==> config.mk <==
export PLATFORM = sky130hd
export DESIGN_NAME = antq_front
export DESIGN_NICKNAME = d
export VERILOG_FILES = /design/src/rtl/antq_pkg.sv /design/src/rtl/antq_front.sv
export SDC_FILE = /design/constraint.sdc
export NUM_CORES = 1
export LEC_CHECK = 0
export BUFFER_PORTS_ARGS = -buffer_cell sky130_fd_sc_hd__buf_2
export CORE_UTILIZATION = 45
export DETAILED_ROUTE_END_ITERATION = 16
export GPL_ROUTABILITY_DRIVEN = 0
export PLACE_DENSITY = 0.73
export SYNTH_ARGS = -nofsm -noshare
export SYNTH_HDL_FRONTEND = slang
export SYNTH_SLANG_ARGS = --single-unit
==> constraint.sdc <==
create_clock -name clk -period 10.7 [get_ports clk]
set_input_delay 1.07 -clock clk [delete_from_list [all_inputs] [get_ports clk]]
set_output_delay 1.07 -clock clk [all_outputs]
set_load 0.1 [all_outputs]
==> src/rtl/antq_pkg.sv <==
// Package with the item types and codes of the node table query block.
`timescale 1ns / 1ps
package antq_pkg;

  localparam int unsigned CoordBits = 32;

  typedef enum logic [1:0] {
    OP_ADD    = 2'd0,
    OP_REMOVE = 2'd1,
    OP_QUERY  = 2'd2,
    OP_READ   = 2'd3
  } op_t;

  typedef enum logic [2:0] {
    ST_ADDED    = 3'd0,
    ST_REMOVED  = 3'd1,
    ST_NOTFOUND = 3'd2,
    ST_FULL     = 3'd3,
    ST_HIT      = 3'd4,
    ST_NOHITS   = 3'd5
  } status_t;

  typedef struct packed {
    logic [1:0]  opcode;
    logic [2:0]  node_kind;
    logic [31:0] target_id;
    logic [5:0]  slot_index;
    logic signed [31:0] box_min_x;
    logic signed [31:0] box_min_y;
    logic signed [31:0] box_min_z;
    logic signed [31:0] box_max_x;
    logic signed [31:0] box_max_y;
    logic signed [31:0] box_max_z;
  } in_item_t;

  typedef struct packed {
    logic [2:0]  status;
    logic [31:0] node_id;
    logic [2:0]  kind_out;
    logic [31:0] node_generation;
    logic signed [31:0] out_min_x;
    logic signed [31:0] out_min_y;
    logic signed [31:0] out_min_z;
    logic signed [31:0] out_max_x;
    logic signed [31:0] out_max_y;
    logic signed [31:0] out_max_z;
    logic        last;
  } out_item_t;

  // Node record as held in the table: id, kind, generation, box.
  typedef struct packed {
    logic [31:0] id;
    logic [2:0]  kind;
    logic [31:0] gen;
    logic signed [31:0] min_x;
    logic signed [31:0] min_y;
    logic signed [31:0] min_z;
    logic signed [31:0] max_x;
    logic signed [31:0] max_y;
    logic signed [31:0] max_z;
  } node_t;

endpackage

==> src/rtl/antq_front.sv <==
// Front stage: takes items, sign-extends coordinates and queues them.
`timescale 1ns / 1ps
module antq_front #(
  parameter int unsigned COORD_WIDTH = 32
) (
  input  logic clk,
  input  logic rst_n,
  input  logic in_valid,
  output logic in_stall,
  input  antq_pkg::in_item_t in_item,
  output logic q_valid,
  input  logic q_pop,
  output antq_pkg::in_item_t q_item
);
  import antq_pkg::*;

  localparam int unsigned Cw = (COORD_WIDTH < 32) ? COORD_WIDTH : 32;

  function automatic logic [31:0] sext(input logic [31:0] v);
    logic [31:0] r;
    r = v;
    for (int b = Cw; b < 32; b++) r[b] = v[Cw-1];
    return r;
  endfunction

  in_item_t q_r [2];
  logic [1:0] cnt_r, cnt_nxt;
  logic wr_r, rd_r;
  in_item_t norm;
  logic push;

  always_comb begin
    norm = in_item;
    norm.box_min_x = sext(in_item.box_min_x);
    norm.box_min_y = sext(in_item.box_min_y);
    norm.box_min_z = sext(in_item.box_min_z);
    norm.box_max_x = sext(in_item.box_max_x);
    norm.box_max_y = sext(in_item.box_max_y);
    norm.box_max_z = sext(in_item.box_max_z);
  end

  assign in_stall = (cnt_r == 2'd2);
  assign push = in_valid && !in_stall;
  assign q_valid = (cnt_r != 2'd0);
  assign q_item = q_r[rd_r];
  assign cnt_nxt = cnt_r + {1'b0, push} - {1'b0, q_pop && q_valid};

  always_ff @(posedge clk) begin
    if (!rst_n) begin
      cnt_r <= 2'd0;
      wr_r  <= 1'b0;
      rd_r  <= 1'b0;
    end else begin
      cnt_r <= cnt_nxt;
      if (push) wr_r <= !wr_r;
      if (q_pop && q_valid) rd_r <= !rd_r;
    end
    if (push) q_r[wr_r] <= norm;
  end

  assert property (@(posedge clk) disable iff (!rst_n) cnt_r <= 2'd2)
    else $error("queue count out of range");
  assert property (@(posedge clk) disable iff (!rst_n)
    (cnt_r == 2'd2 && !q_pop) |=> cnt_r == 2'd2)
    else $error("full queue lost an item");
  assert property (@(posedge clk) disable iff (!rst_n)
    (cnt_r == 2'd0 && !push) |=> !q_valid)
    else $error("empty queue shows an item");
endmodule

==> results.py, run 1 <==
metrics = {
    "route": {
        "vias_per_cell": 4.876,
        "vias": 8909,
        "wl_per_cell_um": 19.70,
        "drc_errors": 0,
        "first_pass_iters": 4,
        "initialDrtViolationCount": 427,
        "routed_wl_um": 36000,
        "ant_nets": 0,
    },
    "critical_path": {
        "critPathLaunchType": "register",
        "cp_max_fo": 68,
        "r2r-end": "q_r[1][231]",
        "reg2reg_slack_ps": 7530,
        "worstSetupPathType": "register to primary output",
        "end_kind": "primary output",
        "cp.arrival_ps": 3400,
        "reg2reg_from": "cnt_r[0]",
        "rr_worst_depth": 4,
        "worst_ep_required_time_ps": 9630,
    },
    "clock_network": {
        "clock_path_buffers": 3,
        "postCtsHoldBufs": 0,
        "insertion_delay_ps": 570,
        "clock-sinks": 475,
        "tritoncts": "done",
        "post_cts_resized": 0,
        "ctsHtreeMaxLevel": 2,
        "clk_root_buffer_cell": "clkbuf_16",
        "numCtsBuffers": 48,
        "clkTransAtPathRegs_ps": 60,
        "cts_setup_buffers": 0,
    },
    "grt": {
        "grt_pass1_vias": 9288,
        "gr-usage-all-layers_pct": 17.41,
        "antenna_found_initial": 8,
        "gr-total-overflow": 0,
        "grt_max_degree": 166,
        "grt_pass1_wl_um": 53110,
    },
    "logic_synthesis": {
        "synth-seq-cells": 475,
        "ys_seq_area_share_pct": 79.84,
        "synth_warnings": 0,
        "yosys-top-cells-area": "edfxtp_1 79%, mux2_4 13%, mux2_2 5.4%",
        "yosys.area_share.xor_xnor_pct": 0.1476,
        "syn_avg_cell_area_um2": 23.55,
        "synthDistinctLibCells": 18,
        "synth_nets": 997,
        "synth_compound_area_share_pct": 0.04217,
        "synthAdderAreaFrac_pct": 0.1406,
        "synthSimpleGateAreaFrac_pct": 0.3444,
        "synth_top_family_by_area": "multiplexers",
        "synth_top_area_share_pct": 79.27,
        "synthCells": 756,
        "synth.area.mux_share_pct": 18.08,
        "synth_top_area_cell": "edfxtp_1",
        "netlist_area_um2": 17800,
    },
    "timing": {
        "setup_violations": 0,
        "period_minus_slack_ps": 4470,
        "finClkSkew_ps": 11.07,
        "worstMarginPinSlew_ps": 1090,
        "fmax_mhz": 223.7,
        "tns_ps": 0,
        "fin_crit_sh_pct": 41.78,
        "slew_headroom_pct": 27.34,
        "final-hold-violation-count": 0,
        "slew_viol_final": 0,
        "rsz0062_at_grt": "false",
    },
    "min_path": {
        "min_to": "wr_r",
        "worstHoldPathType": "register to register",
        "hold_depth": 2,
        "hp-start": "wr_r",
    },
    "die": {
        "floorplan.die_area_um2": 40360,
        "rows": 72,
        "start_util_pct": 45.85,
        "core_um2": 38830,
        "ios": 476,
        "die_y_um": 200.9,
        "die_w_um": 200.9,
    },
    "layout": {
        "num-nets-final": 1505,
        "regArea_um2": 14220,
        "syn_to_final_growth_pct": 25.31,
        "multi_input_area_um2": 3352,
        "fillCellCount": 2949,
        "drive_above_1_share_pct": 61.27,
    },
    "place": {
        "dp_hpwl_um": 24360,
        "io_buffer_count": 475,
    },
    "run": {
        "cap_viol_max_count": 0,
    },
    "outcome": {
        "outcome": "finished, final reports clean",
    },
}
worst max-delay path, cell delays in order (launching register included):
cell and delay, ps:
dfxtp_4 340, buf_4 720, buf_4 880, mux2_2 310, buf_2 430
sequential cells by signal, summed over array words and instances, names as in the netlist, named ones only:
signal / flops
q_r: 470
cnt_r: 2
rd_r: 1
wr_r: 1
logic make-up (layout without fill, tap and decap cells):
kind of cell / after synthesis / count (layout)
AOI/OAI and AO/OA: 1 / 1
xor gates and xnor gates: 3 / 3
adders and majority gates: 2 / 2
buffers and inverters: 28 / 576
DFF: 475 / 475
muxes: 236 / 236
other: 0 / 5
and+or+nand+nor: 11 / 11
how the worst max path moves through the flow:
stage	cells past startpoint	to	from	slack [ps]
floorplan	2	q_r[0][0]	in_valid	2950
global placement	4	q_item[67]	register	6830
detailed placement	4	q_item[153]	register	6840
CTS	4	q_item[146]	register	6200
global route	4	q_item[196]	register	6080
finish	4	q_item[73]	register	6230
cells in the mapped netlist:
cell type,instances
mux2_2,85
nand2b_1,2
inv_1,2
edfxtp_1,470
and2_1,2
ha_1,2
or2_2,1
nor2b_1,2
mux2_4,150
dfxtp_1,5
and3_1,1
buf_2,8
nand2_1,2
buf_6,18
o21a_1,1
nor2_1,1
xnor2_1,3
mux2i_1,1
cell type report:
type / instances / area share, %
flip-flops and latches: 475 / 63.73
multi-input cells: 253 / 15.03
repair buffers: 484 / 11.02
clock buffers: 55 / 5.597
well taps: 518 / 2.905
clock inverters: 35 / 1.638
diodes: 5 / 0.05609
inverters: 2 / 0.03365
cell usage in the layout (no fill, tap or decap):
cell        count
clkinvlp_4      4
xnor2_1         3
clkbuf_16      49
clkinv_4        2
edfxtp_1      470
buf_12          1
clkinv_2       12
buf_2         475
buf_4           8
clkbuf_1        6
mux2i_1         1
ha_1            2
nor2_4          1
clkinv_1        8
mux2_2         85
and3_4          1
o21a_1          1
bufinv_16       7
mux2_4        150
dfxtp_1         4
nand2_1         2
inv_1           2
and2_1          2
diode_2         5
nand2b_1        2
inv_6           2
nor2b_1         2
or2_2           1
dfxtp_4         1
stage by stage:
stage	cell area, µm²	setup slack, ps	util, %	instances	hold WS, ps
3_3_place_gp	20680	6833	53.27	1732	503.2
2_1_floorplan	17810	2947	-	756	466.0
4_1_cts	22300	6199	57.42	1822	553.0
3_5_place_dp	20680	6840	53.27	1732	525.9
6_report	22310	6230	57.46	1827	550.9
5_1_grt	22310	6084	57.45	1826	566.8
routing by layer:
layer	wire, µm	global-route usage [%]
met1	13650	20.09
met2	18360	30.04
met3	3001	6.055
met4	943	6.052
met5	41	0
Power of run 1 is left out: the tool's default activity adds up to more than one toggle a clock period on the data nets, which glitch-free logic cannot reach.
==> inputs of run 2 (changes only) <==
--- a/config.mk
+++ b/config.mk
@@ -9,7 +9,7 @@
 export CORE_UTILIZATION = 45
 export DETAILED_ROUTE_END_ITERATION = 16
 export GPL_ROUTABILITY_DRIVEN = 0
-export PLACE_DENSITY = 0.73
+export PLACE_DENSITY = 0.7
 export SYNTH_ARGS = -nofsm -noshare
 export SYNTH_HDL_FRONTEND = slang
 export SYNTH_SLANG_ARGS = --single-unit
==> constraint.sdc (replaced) <==
create_clock -name clk -period 4.7 [get_ports clk]
set_input_delay 0.47 -clock clk [delete_from_list [all_inputs] [get_ports clk]]
set_output_delay 0.47 -clock clk [all_outputs]
set_load 0.1 [all_outputs]
==> run 2 against run 1 <==
Against the previous run:
- count of clock-buffer cells in the layout increased by 2
- critical path depth shrank 1
- final cell count unchanged
- worst setup slack got worse by 4700 ps
- clock skew rose by 2.1 ps
==> results.py, run 2 (synthesis gave the netlist of run 1 again) <==
metrics = {
    "outcome": {
        "outcome": "finished, final reports clean",
    },
    "critical_path": {
        "end_kind": "primary output",
        "worst_ep_required_time_ps": 4230,
        "critPathLaunchType": "register",
        "rr_worst_depth": 3,
        "reg2reg_slack_ps": 2520,
        "cp.arrival_ps": 2690,
        "cp_max_fo": 70,
        "reg2reg_from": "cnt_r[0]",
        "worstSetupPathType": "register to primary output",
    },
    "grt": {
        "use_met1_pct": 19.39,
        "grt_max_degree": 137,
        "grt_pass1_vias": 9303,
        "antenna_found_initial": 9,
        "busiest_layer": "met2",
        "gr-total-overflow": 0,
        "grt_pass1_wl_um": 53650,
        "globalRouteMet3Util_pct": 6.542,
        "grt_use_met2_pct": 31.03,
        "gr-usage-all-layers_pct": 17.91,
    },
    "die": {
        "start_util_pct": 45.85,
        "ios": 476,
        "core_um2": 38830,
        "die_y_um": 200.9,
        "die_w_um": 200.9,
        "rows": 72,
        "floorplan.die_area_um2": 40360,
    },
    "timing": {
        "tns_ps": 0,
        "final-hold-violation-count": 0,
        "worstMarginPinSlew_ps": 932.3,
        "setup_violations": 0,
        "slew_viol_final": 0,
        "finClkSkew_ps": 13.16,
        "slew_headroom_pct": 37.85,
        "fin_crit_sh_pct": 67.26,
        "period_minus_slack_ps": 3161,
        "fmax_mhz": 316.3,
        "rsz0062_at_grt": "false",
    },
    "route": {
        "routed_wl_um": 36990,
        "vias_per_cell": 4.860,
        "first_pass_iters": 4,
        "ant_nets": 0,
        "vias": 8879,
        "wl_per_cell_um": 20.25,
        "drc_errors": 0,
        "initialDrtViolationCount": 404,
    },
    "layout": {
        "largest_reg_flops": 470,
        "reg.largest.list": "q_r (470), cnt_r (2)",
        "syn_to_final_growth_pct": 25.74,
        "final_common_cell": "buf_2",
        "final_cells": 1827,
        "design_area_um2": 22390,
        "mostFrequentLayoutCells": "475 x buf_2, 470 x edfxtp_1, 150 x mux2_4",
        "num-nets-final": 1503,
        "largest-register": "q_r",
        "drive_above_1_share_pct": 60.82,
    },
    "pwr": {
        "ir_drop_uv": 491.7,
        "leakagePower_nw": 8.609,
        "powerDensity_nw_per_um2": 734.8,
    },
    "clock_network": {
        "insertion_delay_ps": 560,
        "tritoncts": "done",
        "postCtsHoldBufs": 0,
        "clkTransAtPathRegs_ps": 60,
        "clock_path_buffers": 3,
        "numCtsBuffers": 47,
        "ctsHtreeMaxLevel": 2,
        "clock-sinks": 475,
        "post_cts_resized": 0,
        "cts_setup_buffers": 0,
        "clk_root_buffer_cell": "clkbuf_16",
    },
    "place": {
        "dpl_cell_area_um2": 20760,
        "io_buffer_count": 475,
        "dpl.cell_count": 1731,
        "dp_hpwl_um": 25440,
    },
    "min_path": {
        "worstHoldPathType": "input pin to register",
        "hp-start": "in_item[28]",
        "hold_depth": 1,
    },
    "run": {
        "cap_viol_max_count": 0,
    },
}
run 2: changes by cell type in the layout (fill, tap and decap cells not counted):
cell,delta
clkinv_4,-1
clkinv_2,-4
buf_4,-8
clkinvlp_4,-3
buf_12,+7
diode_2,+5
bufinv_16,+1
clkbuf_1,+2
clkinv_1,+2
inv_6,-1
run 2: worst max-delay path: stages, from the launching register on:
cell     delay (ps)
dfxtp_4         880
buf_12          420
mux2_4          260
buf_2           420
run 2: per-stage QoR:
step                total power, W  worst slack [ps]  util (%)  hold slack, ps
finish                     0.01645              1539     57.66           86.99
global route               0.01692              1421     57.62           51.39
CTS                        0.01659              1495     57.59           46.94
detailed placement         0.01272              2121     53.47           528.5
global placement           0.01268              2138     53.47           505.6
floorplan                  0.01183             173.9         -           488.0
run 2: final timing paths:
kind | endpoint
max | q_item[233]
min | q_r[1][28]
max reg2reg | q_r[1][219]
min reg2reg | wr_r
run 2: cell type report:
type | count | area [µm²]
clock buffer | 57 | 1256
clock inverter | 29 | 342.8
fill | 2935 | 16440
antenna | 10 | 25.02
inverter | 2 | 7.507
sequential | 475 | 14220
timing repair buffer | 483 | 2537
multi-input combinational | 253 | 3352
tap | 518 | 648.1
run 2: power by group:
group | switching, W | internal [W]
clock | 0.00151 | 0.00234
sequential | 0.000215 | 0.00533
combinational | 0.00563 | 0.00143
total | 0.00736 | 0.00909
run 2: metal layers:
metal | vias to the layer above | wire [µm]
met5 | - | 45
met4 | 6 | 1479
met3 | 86 | 3232
met2 | 373 | 18950
met1 | 4359 | 13280
li1 | 4055 | -
No activity file was read; power rests on OpenSTA's default activity.
